<file path="src/hdl/pfe_pkg.sv">
`timescale 1ns / 1ps
// ----------------------------------------------------------------------------
// Postfix evaluator package
// Shared constants, command encoding and status codes of the postfix
// expression evaluator.
// ----------------------------------------------------------------------------
package pfe_pkg;

	// Default sizes of the operand stack and the command queue.
	localparam int DEF_STACK_DEPTH = 32;
	localparam int DEF_VALUE_WIDTH = 8;
	localparam int DEF_QUEUE_DEPTH = 2;

	// Field widths on the ports.
	localparam int SYMBOL_W    = 8;
	localparam int OUT_VALUE_W = 8;
	localparam int STATUS_W    = 3;
	localparam int CFG_W       = 6;
	localparam int OUT_DATA_W  = 16;

	// Stack limit after reset.
	localparam logic [CFG_W-1:0] LIMIT_RESET = 6'd32;

	// ASCII codes that the front end recognizes.
	localparam logic [SYMBOL_W-1:0] SYM_ZERO  = 8'h30;
	localparam logic [SYMBOL_W-1:0] SYM_NINE  = 8'h39;
	localparam logic [SYMBOL_W-1:0] SYM_PLUS  = 8'h2B;
	localparam logic [SYMBOL_W-1:0] SYM_MINUS = 8'h2D;
	localparam logic [SYMBOL_W-1:0] SYM_STAR  = 8'h2A;
	localparam logic [SYMBOL_W-1:0] SYM_SLASH = 8'h2F;

	// Result status codes.
	typedef enum logic [STATUS_W-1:0] {
		STATUS_OK       = 3'd0,
		STATUS_OVERFLOW = 3'd1,
		STATUS_UNDERFLOW = 3'd2,
		STATUS_DIVZERO  = 3'd3,
		STATUS_EMPTY    = 3'd4
	} status_t;

	// Classified command kinds.
	typedef enum logic [2:0] {
		K_NOP  = 3'd0,
		K_PUSH = 3'd1,
		K_ADD  = 3'd2,
		K_SUB  = 3'd3,
		K_MUL  = 3'd4,
		K_DIV  = 3'd5
	} cmd_kind_t;

	// One classified item as it travels from the front end to the back end.
	typedef struct packed {
		cmd_kind_t   kind;
		logic [3:0]  digit;
		logic        last;
	} rpn_cmd_t;

	// Back-end sequencer states.
	typedef enum logic [2:0] {
		S_IDLE    = 3'd0,
		S_EXEC    = 3'd1,
		S_OPERAND = 3'd2,
		S_DIVIDE  = 3'd3,
		S_FINISH  = 3'd4
	} exe_state_t;

endpackage

</file>
<file path="src/hdl/pfe_front.sv">
`timescale 1ns / 1ps
// ----------------------------------------------------------------------------
// Postfix evaluator front end
// Accepts characters, classifies them into stack commands and registers the
// command for the queue. Ignored characters that do not end an expression
// are dropped here.
// ----------------------------------------------------------------------------
module pfe_front (
	input  logic                          clk,
	input  logic                          arst_n,
	input  logic                          s_axis_tvalid,
	output logic                          s_axis_tready,
	input  logic [pfe_pkg::SYMBOL_W-1:0]  s_axis_tdata,   // [7:0] symbol
	input  logic                          s_axis_tlast,   // end_of_expression
	output logic                          cmd_valid,
	input  logic                          cmd_ready,
	output pfe_pkg::rpn_cmd_t             cmd_data
);
	import pfe_pkg::*;

	logic     valid_s1;
	rpn_cmd_t cmd_s1;
	rpn_cmd_t cmd_class;
	logic     accept;
	logic     keep;

	// Decode the character into a command.
	always_comb begin
		cmd_class.last  = s_axis_tlast;
		cmd_class.digit = 4'(s_axis_tdata - SYM_ZERO);
		if (s_axis_tdata >= SYM_ZERO && s_axis_tdata <= SYM_NINE) begin
			cmd_class.kind = K_PUSH;
		end else if (s_axis_tdata == SYM_PLUS) begin
			cmd_class.kind = K_ADD;
		end else if (s_axis_tdata == SYM_MINUS) begin
			cmd_class.kind = K_SUB;
		end else if (s_axis_tdata == SYM_STAR) begin
			cmd_class.kind = K_MUL;
		end else if (s_axis_tdata == SYM_SLASH) begin
			cmd_class.kind = K_DIV;
		end else begin
			cmd_class.kind = K_NOP;
		end
	end

	// The stage takes a new item when it is empty or its content leaves this cycle.
	assign s_axis_tready = !valid_s1 || cmd_ready;
	assign accept        = s_axis_tvalid && s_axis_tready;
	assign keep          = (cmd_class.kind != K_NOP) || cmd_class.last;

	always_ff @(posedge clk or negedge arst_n) begin
		if (!arst_n) begin
			valid_s1 <= 1'b0;
		end else if (accept) begin
			valid_s1 <= keep;
		end else if (cmd_ready) begin
			valid_s1 <= 1'b0;
		end
	end

	always_ff @(posedge clk) begin
		if (accept) begin
			cmd_s1 <= cmd_class;
		end
	end

	assign cmd_valid = valid_s1;
	assign cmd_data  = cmd_s1;

endmodule

</file>
<file path="src/hdl/pfe_fifo.sv">
`timescale 1ns / 1ps
// ----------------------------------------------------------------------------
// Postfix evaluator command queue
// Short first-in first-out queue of classified commands between the front
// end and the back end.
// ----------------------------------------------------------------------------
module pfe_fifo #(
	parameter int DEPTH = pfe_pkg::DEF_QUEUE_DEPTH
) (
	input  logic              clk,
	input  logic              arst_n,
	input  logic              in_valid,
	output logic              in_ready,
	input  pfe_pkg::rpn_cmd_t in_data,
	output logic              out_valid,
	input  logic              out_ready,
	output pfe_pkg::rpn_cmd_t out_data
);
	import pfe_pkg::*;

	localparam int PTR_W = (DEPTH > 1) ? $clog2(DEPTH) : 1;
	localparam int CNT_W = $clog2(DEPTH + 1);

	rpn_cmd_t         slot_q [DEPTH];
	logic [PTR_W-1:0] wr_ptr_q;
	logic [PTR_W-1:0] rd_ptr_q;
	logic [CNT_W-1:0] fill_q;
	logic             push;
	logic             pop;

	assign in_ready  = fill_q != CNT_W'(DEPTH);
	assign out_valid = fill_q != '0;
	assign out_data  = slot_q[rd_ptr_q];
	assign push      = in_valid && in_ready;
	assign pop       = out_valid && out_ready;

	// Pointers and fill level.
	always_ff @(posedge clk or negedge arst_n) begin
		if (!arst_n) begin
			wr_ptr_q <= '0;
			rd_ptr_q <= '0;
			fill_q   <= '0;
		end else begin
			if (push) begin
				wr_ptr_q <= (wr_ptr_q == PTR_W'(DEPTH - 1)) ? '0 : wr_ptr_q + 1'b1;
			end
			if (pop) begin
				rd_ptr_q <= (rd_ptr_q == PTR_W'(DEPTH - 1)) ? '0 : rd_ptr_q + 1'b1;
			end
			if (push && !pop) begin
				fill_q <= fill_q + 1'b1;
			end else if (pop && !push) begin
				fill_q <= fill_q - 1'b1;
			end
		end
	end

	// Storage slots.
	always_ff @(posedge clk) begin
		if (push) begin
			slot_q[wr_ptr_q] <= in_data;
		end
	end

endmodule

</file>
<file path="src/hdl/pfe_div.sv">
`timescale 1ns / 1ps
// ----------------------------------------------------------------------------
// Postfix evaluator divider
// Signed restoring divider, one quotient bit per cycle, quotient truncated
// toward zero and wrapped to the operand width.
// ----------------------------------------------------------------------------
module pfe_div #(
	parameter int VALUE_WIDTH = pfe_pkg::DEF_VALUE_WIDTH
) (
	input  logic                   clk,
	input  logic                   arst_n,
	input  logic                   start,
	input  logic [VALUE_WIDTH-1:0] dividend,
	input  logic [VALUE_WIDTH-1:0] divisor,
	output logic                   done,
	output logic [VALUE_WIDTH-1:0] quotient
);
	import pfe_pkg::*;

	localparam int STEP_W = $clog2(VALUE_WIDTH);

	logic                   busy_q;
	logic                   done_q;
	logic [STEP_W-1:0]      step_q;
	logic [VALUE_WIDTH:0]   rem_q;
	logic [VALUE_WIDTH-1:0] quo_q;
	logic [VALUE_WIDTH-1:0] den_q;
	logic                   neg_q;
	logic [VALUE_WIDTH:0]   rem_shift;
	logic                   fits;
	logic                   last_step;

	assign rem_shift = {rem_q[VALUE_WIDTH-1:0], quo_q[VALUE_WIDTH-1]};
	assign fits      = rem_shift >= {1'b0, den_q};
	assign last_step = step_q == STEP_W'(VALUE_WIDTH - 1);

	// Sequencing of the shift-subtract steps.
	always_ff @(posedge clk or negedge arst_n) begin
		if (!arst_n) begin
			busy_q <= 1'b0;
			done_q <= 1'b0;
			step_q <= '0;
		end else begin
			done_q <= busy_q && last_step;
			if (start) begin
				busy_q <= 1'b1;
				step_q <= '0;
			end else if (busy_q) begin
				step_q <= step_q + 1'b1;
				if (last_step) begin
					busy_q <= 1'b0;
				end
			end
		end
	end

	// Operand magnitudes, partial remainder and quotient bits.
	always_ff @(posedge clk) begin
		if (start) begin
			quo_q <= dividend[VALUE_WIDTH-1] ? -dividend : dividend;
			den_q <= divisor[VALUE_WIDTH-1] ? -divisor : divisor;
			rem_q <= '0;
			neg_q <= dividend[VALUE_WIDTH-1] ^ divisor[VALUE_WIDTH-1];
		end else if (busy_q) begin
			rem_q <= fits ? rem_shift - {1'b0, den_q} : rem_shift;
			quo_q <= {quo_q[VALUE_WIDTH-2:0], fits};
		end
	end

	assign done     = done_q;
	assign quotient = neg_q ? -quo_q : quo_q;

endmodule

</file>
<file path="src/hdl/pfe_exec.sv">
`timescale 1ns / 1ps
// ----------------------------------------------------------------------------
// Postfix evaluator back end
// Runs the classified commands against the operand stack. The top of stack
// lives in a register, the entries below it in a one-write one-read memory.
// Emits value and status on the last item of each expression.
// ----------------------------------------------------------------------------
module pfe_exec #(
	parameter int STACK_DEPTH = pfe_pkg::DEF_STACK_DEPTH,
	parameter int VALUE_WIDTH = pfe_pkg::DEF_VALUE_WIDTH
) (
	input  logic                           clk,
	input  logic                           arst_n,
	input  logic [pfe_pkg::CFG_W-1:0]      stack_limit,
	input  logic                           cmd_valid,
	output logic                           cmd_ready,
	input  pfe_pkg::rpn_cmd_t              cmd_data,
	output logic                           m_axis_tvalid,
	input  logic                           m_axis_tready,
	output logic [pfe_pkg::OUT_DATA_W-1:0] m_axis_tdata    // [7:0] value, [10:8] status
);
	import pfe_pkg::*;

	localparam int CNT_W  = $clog2(STACK_DEPTH + 1);
	localparam int ADDR_W = $clog2(STACK_DEPTH);
	localparam int LIM_W  = (CNT_W > CFG_W) ? CNT_W : CFG_W;

	exe_state_t             state_q;
	exe_state_t             state_d;
	rpn_cmd_t               cmd_q;
	logic [CNT_W-1:0]       count_q;
	logic [CNT_W-1:0]       count_d;
	logic                   count_we;
	status_t                err_q;
	status_t                err_new;
	logic                   err_set;
	logic [VALUE_WIDTH-1:0] tos_q;
	logic [VALUE_WIDTH-1:0] tos_d;
	logic                   tos_we;
	logic [VALUE_WIDTH-1:0] stack_mem [STACK_DEPTH];
	logic [VALUE_WIDTH-1:0] rd_data_q;
	logic                   mem_we;
	logic [ADDR_W-1:0]      mem_waddr;
	logic                   mem_re;
	logic [ADDR_W-1:0]      mem_raddr;
	logic                   div_start;
	logic                   div_done;
	logic [VALUE_WIDTH-1:0] div_quot;
	logic                   out_free;
	logic                   out_load;
	logic                   out_valid_q;
	logic [OUT_VALUE_W-1:0] out_value_q;
	status_t                out_status_q;
	logic [LIM_W-1:0]       lim_raw;
	logic [LIM_W-1:0]       lim_eff;
	logic [LIM_W-1:0]       count_ext;
	logic                   two_or_more;

	// Effective limit: zero acts as one, anything above the depth as the depth.
	assign lim_raw = LIM_W'(stack_limit);
	always_comb begin
		if (lim_raw == '0) begin
			lim_eff = LIM_W'(1);
		end else if (lim_raw > LIM_W'(STACK_DEPTH)) begin
			lim_eff = LIM_W'(STACK_DEPTH);
		end else begin
			lim_eff = lim_raw;
		end
	end

	assign count_ext   = LIM_W'(count_q);
	assign two_or_more = count_q >= CNT_W'(2);
	assign out_free    = !out_valid_q || m_axis_tready;

	// Next state.
	always_comb begin
		state_d = state_q;
		unique case (state_q)
			S_IDLE: begin
				if (cmd_valid) state_d = S_EXEC;
			end
			S_EXEC: begin
				if (cmd_q.kind == K_ADD || cmd_q.kind == K_SUB ||
				    cmd_q.kind == K_MUL || cmd_q.kind == K_DIV) begin
					state_d = two_or_more ? S_OPERAND : S_FINISH;
				end else begin
					state_d = S_FINISH;
				end
			end
			S_OPERAND: begin
				state_d = (cmd_q.kind == K_DIV && tos_q != '0) ? S_DIVIDE : S_FINISH;
			end
			S_DIVIDE: begin
				if (div_done) state_d = S_FINISH;
			end
			S_FINISH: begin
				if (!cmd_q.last || out_free) state_d = S_IDLE;
			end
			default: state_d = S_IDLE;
		endcase
	end

	// Datapath controls per state.
	always_comb begin
		cmd_ready = 1'b0;
		mem_we    = 1'b0;
		mem_waddr = ADDR_W'(count_q - 1'b1);
		mem_re    = 1'b0;
		mem_raddr = ADDR_W'(count_q - CNT_W'(2));
		div_start = 1'b0;
		tos_we    = 1'b0;
		tos_d     = tos_q;
		count_we  = 1'b0;
		count_d   = count_q;
		err_set   = 1'b0;
		err_new   = STATUS_OK;
		out_load  = 1'b0;
		unique case (state_q)
			S_IDLE: begin
				cmd_ready = 1'b1;
			end
			S_EXEC: begin
				unique case (cmd_q.kind)
					K_PUSH: begin
						if (count_ext >= lim_eff) begin
							err_set = 1'b1;
							err_new = STATUS_OVERFLOW;
						end else begin
							// Spill the old top below the new one.
							mem_we   = count_q != '0;
							tos_we   = 1'b1;
							tos_d    = VALUE_WIDTH'(cmd_q.digit);
							count_we = 1'b1;
							count_d  = count_q + 1'b1;
						end
					end
					K_ADD, K_SUB, K_MUL, K_DIV: begin
						if (two_or_more) begin
							mem_re = 1'b1;
						end else begin
							err_set = 1'b1;
							err_new = STATUS_UNDERFLOW;
						end
					end
					K_NOP: begin
					end
					default: begin
					end
				endcase
			end
			S_OPERAND: begin
				// Left operand from memory, right operand is the top register.
				count_d = count_q - 1'b1;
				unique case (cmd_q.kind)
					K_ADD: begin
						tos_we   = 1'b1;
						tos_d    = rd_data_q + tos_q;
						count_we = 1'b1;
					end
					K_SUB: begin
						tos_we   = 1'b1;
						tos_d    = rd_data_q - tos_q;
						count_we = 1'b1;
					end
					K_MUL: begin
						tos_we   = 1'b1;
						tos_d    = rd_data_q * tos_q;
						count_we = 1'b1;
					end
					K_DIV: begin
						if (tos_q == '0) begin
							err_set  = 1'b1;
							err_new  = STATUS_DIVZERO;
							tos_we   = 1'b1;
							tos_d    = '0;
							count_we = 1'b1;
						end else begin
							div_start = 1'b1;
						end
					end
					K_NOP, K_PUSH: begin
					end
					default: begin
					end
				endcase
			end
			S_DIVIDE: begin
				if (div_done) begin
					tos_we   = 1'b1;
					tos_d    = div_quot;
					count_we = 1'b1;
					count_d  = count_q - 1'b1;
				end
			end
			S_FINISH: begin
				out_load = cmd_q.last && out_free;
			end
			default: begin
			end
		endcase
	end

	// Sequencer state, stack count and kept error.
	always_ff @(posedge clk or negedge arst_n) begin
		if (!arst_n) begin
			state_q <= S_IDLE;
			count_q <= '0;
			err_q   <= STATUS_OK;
		end else begin
			state_q <= state_d;
			if (out_load) begin
				count_q <= '0;
				err_q   <= STATUS_OK;
			end else begin
				if (count_we) count_q <= count_d;
				if (err_set && err_q == STATUS_OK) err_q <= err_new;
			end
		end
	end

	// Command and top-of-stack registers.
	always_ff @(posedge clk) begin
		if (cmd_valid && cmd_ready) begin
			cmd_q <= cmd_data;
		end
		if (tos_we) begin
			tos_q <= tos_d;
		end
	end

	// Stack memory below the top entry.
	always_ff @(posedge clk) begin
		if (mem_we) begin
			stack_mem[mem_waddr] <= tos_q;
		end
	end

	always_ff @(posedge clk) begin
		if (mem_re) begin
			rd_data_q <= stack_mem[mem_raddr];
		end
	end

	pfe_div #(
		.VALUE_WIDTH(VALUE_WIDTH)
	) u_div (
		.clk      (clk),
		.arst_n   (arst_n),
		.start    (div_start),
		.dividend (rd_data_q),
		.divisor  (tos_q),
		.done     (div_done),
		.quotient (div_quot)
	);

	// Result register.
	always_ff @(posedge clk or negedge arst_n) begin
		if (!arst_n) begin
			out_valid_q <= 1'b0;
		end else if (out_load) begin
			out_valid_q <= 1'b1;
		end else if (m_axis_tready) begin
			out_valid_q <= 1'b0;
		end
	end

	always_ff @(posedge clk) begin
		if (out_load) begin
			out_value_q <= (count_q != '0) ? OUT_VALUE_W'(tos_q) : '0;
			if (err_q != STATUS_OK) begin
				out_status_q <= err_q;
			end else if (count_q == '0) begin
				out_status_q <= STATUS_EMPTY;
			end else begin
				out_status_q <= STATUS_OK;
			end
		end
	end

	assign m_axis_tvalid = out_valid_q;
	assign m_axis_tdata  = {(OUT_DATA_W - OUT_VALUE_W - STATUS_W)'(0), out_status_q, out_value_q};

	// The stack count never passes the depth.
	a_count_bound: assert property (@(posedge clk) disable iff (!arst_n)
		count_q <= CNT_W'(STACK_DEPTH))
		else $error("stack count above depth");

	// A result is loaded only when the result register can take it.
	a_out_no_overwrite: assert property (@(posedge clk) disable iff (!arst_n)
		out_load |-> (!out_valid_q || m_axis_tready))
		else $error("result register overwritten");

	// Emitting a result clears the stack and the kept error.
	a_out_clears: assert property (@(posedge clk) disable iff (!arst_n)
		out_load |=> (count_q == '0 && err_q == STATUS_OK))
		else $error("stack not cleared after result");

	// The divider is started only for a division with a nonzero divisor.
	a_div_start: assert property (@(posedge clk) disable iff (!arst_n)
		div_start |-> (cmd_q.kind == K_DIV && tos_q != '0 && state_q == S_OPERAND))
		else $error("divider started wrongly");

	// The divider finishes only while the sequencer waits for it.
	a_div_done: assert property (@(posedge clk) disable iff (!arst_n)
		div_done |-> state_q == S_DIVIDE)
		else $error("divider done outside divide state");

endmodule

</file>
<file path="src/hdl/postfix_expression_evaluator.sv">
`timescale 1ns / 1ps
// ----------------------------------------------------------------------------
// Postfix expression evaluator
// Evaluates postfix expressions given one ASCII character per item and
// returns the top of stack with a status on the last character.
// ----------------------------------------------------------------------------
// A character item passes a one-stage front end that classifies it and a
// short command queue, then the back-end sequencer runs it against the
// operand stack. The input side keeps taking items while the back end works
// or a result waits, until the front stage and the queue are full. In the
// back end every item passes the idle, execute and finish states; '+', '-',
// '*' and '/' with two or more operands also pass the operand state, and a
// '/' with a nonzero divisor then waits in the divide state for the
// one-bit-per-cycle divider. A last character also waits while the result
// register still holds an item. The top of stack sits in a register and the
// entries below it in a memory with one write and one registered read port.
// Digits push 0 to 9, operators wrap to VALUE_WIDTH bits, division truncates
// toward zero, and the first error of an expression is kept. The stack_limit
// register, written through cfg_wr_en and cfg_wr_data, caps the entries in
// use; the user is to write it only while the block is idle, which the block
// itself does not enforce. Zero acts as one and values above STACK_DEPTH act as STACK_DEPTH.
// ----------------------------------------------------------------------------
module postfix_expression_evaluator #(
	parameter int STACK_DEPTH = pfe_pkg::DEF_STACK_DEPTH,
	parameter int VALUE_WIDTH = pfe_pkg::DEF_VALUE_WIDTH,
	parameter int QUEUE_DEPTH = pfe_pkg::DEF_QUEUE_DEPTH
) (
	input  logic                           clk,
	input  logic                           arst_n,
	input  logic                           s_axis_tvalid,
	output logic                           s_axis_tready,
	input  logic [pfe_pkg::SYMBOL_W-1:0]   s_axis_tdata,   // [7:0] symbol
	input  logic                           s_axis_tlast,   // end_of_expression
	output logic                           m_axis_tvalid,
	input  logic                           m_axis_tready,
	output logic [pfe_pkg::OUT_DATA_W-1:0] m_axis_tdata,   // [7:0] value, [10:8] status
	input  logic                           cfg_wr_en,
	input  logic [pfe_pkg::CFG_W-1:0]      cfg_wr_data     // [5:0] stack_limit
);
	import pfe_pkg::*;

	logic [CFG_W-1:0] limit_q;
	logic             fe_valid;
	logic             fe_ready;
	rpn_cmd_t         fe_cmd;
	logic             be_valid;
	logic             be_ready;
	rpn_cmd_t         be_cmd;

	// Stack limit register.
	always_ff @(posedge clk or negedge arst_n) begin
		if (!arst_n) begin
			limit_q <= LIMIT_RESET;
		end else if (cfg_wr_en) begin
			limit_q <= cfg_wr_data;
		end
	end

	pfe_front u_front (
		.clk           (clk),
		.arst_n        (arst_n),
		.s_axis_tvalid (s_axis_tvalid),
		.s_axis_tready (s_axis_tready),
		.s_axis_tdata  (s_axis_tdata),
		.s_axis_tlast  (s_axis_tlast),
		.cmd_valid     (fe_valid),
		.cmd_ready     (fe_ready),
		.cmd_data      (fe_cmd)
	);

	pfe_fifo #(
		.DEPTH(QUEUE_DEPTH)
	) u_fifo (
		.clk       (clk),
		.arst_n    (arst_n),
		.in_valid  (fe_valid),
		.in_ready  (fe_ready),
		.in_data   (fe_cmd),
		.out_valid (be_valid),
		.out_ready (be_ready),
		.out_data  (be_cmd)
	);

	pfe_exec #(
		.STACK_DEPTH(STACK_DEPTH),
		.VALUE_WIDTH(VALUE_WIDTH)
	) u_exec (
		.clk           (clk),
		.arst_n        (arst_n),
		.stack_limit   (limit_q),
		.cmd_valid     (be_valid),
		.cmd_ready     (be_ready),
		.cmd_data      (be_cmd),
		.m_axis_tvalid (m_axis_tvalid),
		.m_axis_tready (m_axis_tready),
		.m_axis_tdata  (m_axis_tdata)
	);

endmodule

</file>
<file path="config.mk">
export PLATFORM = sky130hd
export DESIGN_NAME = postfix_expression_evaluator
export DESIGN_NICKNAME = d
export VERILOG_FILES = /design/src/hdl/pfe_pkg.sv /design/src/hdl/pfe_front.sv /design/src/hdl/pfe_fifo.sv /design/src/hdl/pfe_div.sv /design/src/hdl/pfe_exec.sv /design/src/hdl/postfix_expression_evaluator.sv
export SDC_FILE = /design/constraint.sdc
export NUM_CORES = 1
export LEC_CHECK = 0
export ABC_AREA = 1
export BUFFER_PORTS_ARGS = -buffer_cell sky130_fd_sc_hd__buf_4
export CORE_MARGIN = 2
export CORE_UTILIZATION = 60
export CTS_CLUSTER_DIAMETER = 80
export DETAILED_ROUTE_END_ITERATION = 6
export GPL_TIMING_DRIVEN = 0
export PLACE_DENSITY = 0.78
export SYNTH_ARGS = -nofsm -noshare
export SYNTH_HDL_FRONTEND = slang
export SYNTH_SLANG_ARGS = --single-unit
</file>
<file path="constraint.sdc">
create_clock -name clk -period 11.87 [get_ports clk]
set_input_delay 1.7805 -clock clk [delete_from_list [all_inputs] [get_ports clk]]
set_output_delay 1.7805 -clock clk [all_outputs]
set_load 0.005 [all_outputs]
</file>
-- Word level (Yosys, flattened, before mapping)
Memories as Yosys holds them, arrays and structs flattened. A register that Yosys moved wholly into a read port is not among the register bits.
Index checks and enable logic that the tools add are counted.
- register bits: 81
- memory bits (writable): 272
- input bits: 20
- output and inout port bits: 18
- logic and storage cells: 199
- memories kept: 2
- $add $sub $neg: 15
- $mul: 1
- $lt $le $gt $ge: 6
- eq/ne operators: 25
- multiplexer cells: 81
- bitwise operators: 1
- reductions and logical operators: 45
- memory list (memory ; depth ; width ; read ports ; clocked after Yosys merged registers in ; write ports ; line ; text):
    u_exec.stack_mem ; 32 ; 8 ; 1 ; 1 ; 1 ; pfe_exec.sv:40 ; logic [VALUE_WIDTH-1:0] stack_mem [STACK_DEPTH];
    u_fifo.slot_q ; 2 ; 8 ; 1 ; 1 ; 1 ; pfe_fifo.sv:24 ; rpn_cmd_t slot_q [DEPTH];
- operators with widths (operator ; count):
    $mux W8 ; 9
    $mux W3 ; 18
    $mux W6 ; 7
    $eq A8 B6 Y1 const B ; 4
    $mux W1 ; 32
    $pmux W8 S4 ; 1
    $neg A8 Y8 ; 3
    $pmux W8 S3 ; 1
    $pmux W6 S3 ; 1
    $sub A8 B8 Y8 ; 2
    $pmux W3 S5 ; 1
    $reduce_bool A2 Y1 ; 7
    $eq A3 B2 Y1 const B ; 4
    $eq A3 B3 Y1 const B ; 4
    $logic_not A6 Y1 ; 2
    $pmux W3 S2 ; 2
    $logic_and A1 B1 Y1 ; 10
    $ge A9 B8 Y1 ; 1
    $ne A3 B2 Y1 const B ; 3
    $reduce_bool A3 Y1 ; 3
    $add A8 B8 Y8 ; 1
    $ge A8 B6 Y1 const B ; 1
    $le A8 B6 Y1 const B ; 1
    $logic_not A8 Y1 ; 1
    33 further kinds ; 55

-- Longest topological paths before layout
- depth in word-level cells: 10
- mapped depth: 22
- gate-level depth less buffers: 21

-- Hierarchy
From an unflattened synthesis, not the netlist that was laid out.
- cell total of the unflattened synthesis: 1685
- area, all modules: 17863.4 um^2
- by module, submodules not included (module ; instances ; cells an instance ; area each (um^2)):
    pfe_exec ; 1 ; 1284 ; 14300.0
    pfe_div ; 1 ; 259 ; 2073.2
    pfe_fifo ; 1 ; 70 ; 827.0
    pfe_front ; 1 ; 47 ; 440.4
    postfix_expression_evaluator ; 1 ; 25 ; 222.7

-- Least setup slack after synthesis
No wires, ideal clock.
- kind: register to register
- start point: register u_exec.tos_q[3]
- end point: register u_exec.tos_q[7], data pin
- library setup time: 256 ps
- data arrival time: 3899 ps
- required time: 11614 ps
- slack: 7715 ps
- stages on the path, launching flop included: 17
- path buffers: 1
- clock period less this slack: 4155 ps
- path through: edfxtp_1 buf_2 nand2_1 fa_1 fa_1 inv_1 fa_1 fa_1 ha_1 inv_1 o21bai_1 a31oi_1 inv_1 nand2_1 nand3_1 nand3_1 nand2_1
- cells in the longest elaborated chain, start to end: 3
- elaborated cells on any way between the ends: 5
- classes of those cells: add/sub (2); mul (1); mux (2)
- ends and longest elaborated chain (what ; line ; text):
    start, declared ; pfe_exec.sv:37 ; logic [VALUE_WIDTH-1:0] tos_q;
    start signal, assigned ; pfe_exec.sv:227 ; tos_q <= tos_d;
    $mul A8 B8 Y8, or another cell as far along ; pfe_exec.sv:167 ; tos_d = rd_data_q * tos_q;
    $pmux W8 S4 * ; pfe_exec.sv:154 ; unique case (cmd_q.kind)
    $pmux W8 S3 * ; pfe_exec.sv:118 ; unique case (state_q)
    via u_exec.tos_d[7] ; pfe_exec.sv:38 ; logic [VALUE_WIDTH-1:0] tos_d;
Mark *: on every way through the listed nets, which the timed path passes. The rest lies on a longest branch.
A chain may end at the register's enable or synchronous reset.

-- Worst setup path in the final report
Ends and elaborated chain as after synthesis.

==> run summary <==
WHS Path Cells: 0
Final period util: 43.37%
Nets: 1774
Clock Sinks: 368
Top cell type's share of synthesized area: 56.89%
CP dominant cell by count: fa_1
Comb power frac: 43.1%
Gate count after technology mapping: 1609
Via count: 12770
CTS resizes: 0
Detailed Route WL: 43.81 mm
Clock latency at the later pin of the worst-skew pair: 530 ps
Detail Route Antenna Nets: 0
Max Slew Vio Count: 0
Layout Skew: 28.01 ps
Drt pass-1 iters: 5
CP Launch Type: flop
TNS Setup: 0 ps
Leak: 7.660 nW
Avg Inst Size Synth: 10.89 um2
Vias in the first global route: 12340
Terminus of the critical flop-to-flop path: u_exec.tos_q[7]
Core Area: 28700 um2
Critical Path Max Stage Delay: 1260 ps
Multi-input gate area: 5737 um2
Worst-path clk slew: 60 ps
Max cap viols: 0
All-Layer GR Usage: 28.81%
Required @ worst endpoint: 12120 ps
Total Power: 5.092 mW
CTS tree: built
P_int: 2.969 mW
Synthesized flop and latch total: 368
WP data arrival: 5400 ps
Peak supply drop: 0.1583 mV
I/O Buffers: 31
Site Rows: 62
Hold buffers post-CTS: 0
Switching pwr: 2.122 mW
Post-synth EDFFs: 332
Slew Limit Headroom: 8.960%
ANT cells: 0
Ports: 38
Die area: 30590 um2
RSZ-0062 raised after global routing: false
Drt wl/cell: 20.90 um
H-tree depth: 2
Die Y: 174.9 um
Final Hold Vio Count: 0
Count leader, synth: edfxtp_1
Hold Path End: u_fifo.slot_q[1][7]
Pwr dens: 261.1 nW/um2
Syn. warnings: 0
Total global routing overflow: 0
Via density: 6.094
Register Area: 10830 um2
Slew of the pin with the lowest slew margin: 1366 ps
Status: complete, no violations
TritonCTS buffer count: 38
FF-to-FF Start: u_exec.tos_q[3]
Final HPWL DP: 29.23 mm
Endpoints failing setup: 0
Top post-synthesis cells by count: 332 x edfxtp_1, 249 x nand2_1, 203 x nor2_1, 187 x o21ai_0, 139 x inv_1
Clk pwr share: 22.7%
Synth unique cells: 59
Post-synthesis cell area: 17520 um2
Die X: 174.9 um
Switching Share: 41.68%
Post-synthesis sequential area ratio: 61.81%
Layout cell share with drive strength beyond 1: 10.16%
Largest net degree at the start of global routing: 40
Effective utilization at floorplan: 61.05%
Worst hold start: u_front.cmd_data[7]
Iter 0 DRT Violations: 1568
CP endpoint kind: flop
GPL Wtd Cong: 0.9578
Post-route minimum period: 5148 ps
Achievable Freq: 0.1943 GHz
Hold Crit Class: flop to flop
DRC: 0
Setup repair bufs after CTS: 0
Initial antenna violation count: 0
Clk buf depth: 3
R2R Setup Slk: 6720 ps
Root buffer cell: clkbuf_16
Worst hold slack: 450.2 ps
Critical Path, Cell by Cell: buf_2 > nand2_1 > fa_1 > fa_1 > inv_1 > fa_1 > fa_1 > ha_1 > inv_1 > o21bai_1 > a31oi_1 > inv_1 > nand2_1 > nand3_1 > nand3_1 > nand2_1
Post-synth top area cell: edfxtp_1
FF-to-FF path depth: 16
Crit path kind: flop to flop
Post-synth ARST share: 7.609%
Synth area leaders: edfxtp_1 57%, o21ai_0 5.3%, nand2_1 5.3%
Sequential share of power: 34.2%
Area growth, synth to finish: 11.28%
Top FF cell, synth: edfxtp_1
Fill cell count: 2118
First-pass GRT wire length: 67.36 mm
Slowest CP cell: edfxtp_1
Max FO, Critical Path: 34
flip-flops by register name (all words and copies together) (netlist names), 2 cells and up:
name / cells
u_exec.count_ext: 6
u_exec.u_div.step_q: 3
u_exec.u_div.den_q: 8
u_exec.cmd_q: 8
u_exec.tos_q: 8
limit_q: 6
u_front.cmd_data: 8
u_exec.err_q: 2
u_exec.stack_mem: 256
u_exec.out_status_q: 3
u_exec.state_q: 3
u_exec.u_div.quo_q: 8
u_exec.u_div.rem_q: 8
u_fifo.slot_q: 16
u_fifo.fill_q: 2
u_exec.rd_data_q: 8
u_exec.out_value_q: 8
kinds of logic (layout without fill, tap and decap cells):
kind of cell	count (synthesis)	after routing	synth area share, %
buffers and inverters	236	335	5.598
AO/OA/AOI/OAI	332	332	11.44
multiplexers	3	3	0.1928
XOR/XNOR	34	34	1.785
AND/OR/NAND/NOR	568	568	13.77
other	1	5	0.02140
flip-flops	368	368	61.81
adder cells (fa/ha/maj)	67	67	5.383
per-layer routing:
layer / part of all wire, % / vias up / global-route usage, %
met5: 0 / - / 0
met4: 3.4 / 0 / 11.04
met3: 11 / 121 / 4.634
met2: 47 / 762 / 45.88
met1: 40 / 6098 / 40.32
li1: - / 5791 / -
power by group through the flow:
stage | Sequential, mW | Clock (mW) | Combinational [mW]
floorplan | 1.72 | 0 | 1.45
global placement | 1.76 | 0 | 2.05
detailed placement | 1.77 | 0 | 2.10
CTS | 1.74 | 1.16 | 2.12
global route | 1.75 | 1.21 | 2.39
finish | 1.74 | 1.16 | 2.20
critical path: cells and delay by family (launching register included):
family / cells / cell delay [ps]
and+or+nand+nor: 5 / 410
AOI/OAI and AO/OA: 2 / 260
DFF: 1 / 1260
adders and majority gates: 5 / 2300
buffers and inverters: 4 / 630
layout by cell type, fill, tap and decap left out, types with 24 or more instances in the layout:
| master | n |
|---|---|
| o21ai_0 | 187 |
| clkbuf_1 | 46 |
| xor2_1 | 24 |
| nand3_1 | 58 |
| dfrtp_1 | 27 |
| ha_1 | 53 |
| o221ai_1 | 48 |
| buf_4 | 41 |
| inv_1 | 139 |
| a21oi_1 | 27 |
| buf_2 | 30 |
| clkbuf_16 | 38 |
| nand2_1 | 249 |
| nor2_1 | 203 |
| edfxtp_1 | 332 |
worst max-delay path by stage:
stage	to	slack, ps	from
after floorplan	u_exec.tos_q[7]	7720	u_exec.tos_q[3]
after global placement	u_exec.tos_q[7]	6830	u_exec.tos_q[3]
after detailed placement	u_exec.tos_q[7]	6780	u_exec.tos_q[3]
after CTS	u_exec.tos_q[7]	6750	u_exec.tos_q[3]
after global routing	u_exec.tos_q[7]	6470	u_exec.tos_q[3]
final	u_exec.tos_q[7]	6720	u_exec.tos_q[3]
layout make-up:
class / instances / share of cell area (%)
sequential: 368 / 55.54
multi-input combinational: 1009 / 29.42
clock buffer: 43 / 5.024
inverter: 152 / 2.951
tap: 384 / 2.464
buffer: 84 / 2.079
timing repair buffer: 34 / 1.437
clock inverter: 22 / 1.084
per-stage QoR:
stage | instance area [um2] | worst slack (ps) | util (%) | std cells
2_1_floorplan | 17540 | 7715 | - | 1613
3_3_place_gp | 18250 | 6828 | 63.59 | 2028
3_5_place_dp | 18260 | 6780 | 63.61 | 2028
4_1_cts | 19450 | 6753 | 67.76 | 2093
5_1_grt | 19500 | 6471 | 67.94 | 2096
6_report | 19500 | 6722 | 67.94 | 2096
No activity file was read; power rests on OpenSTA's default activity.
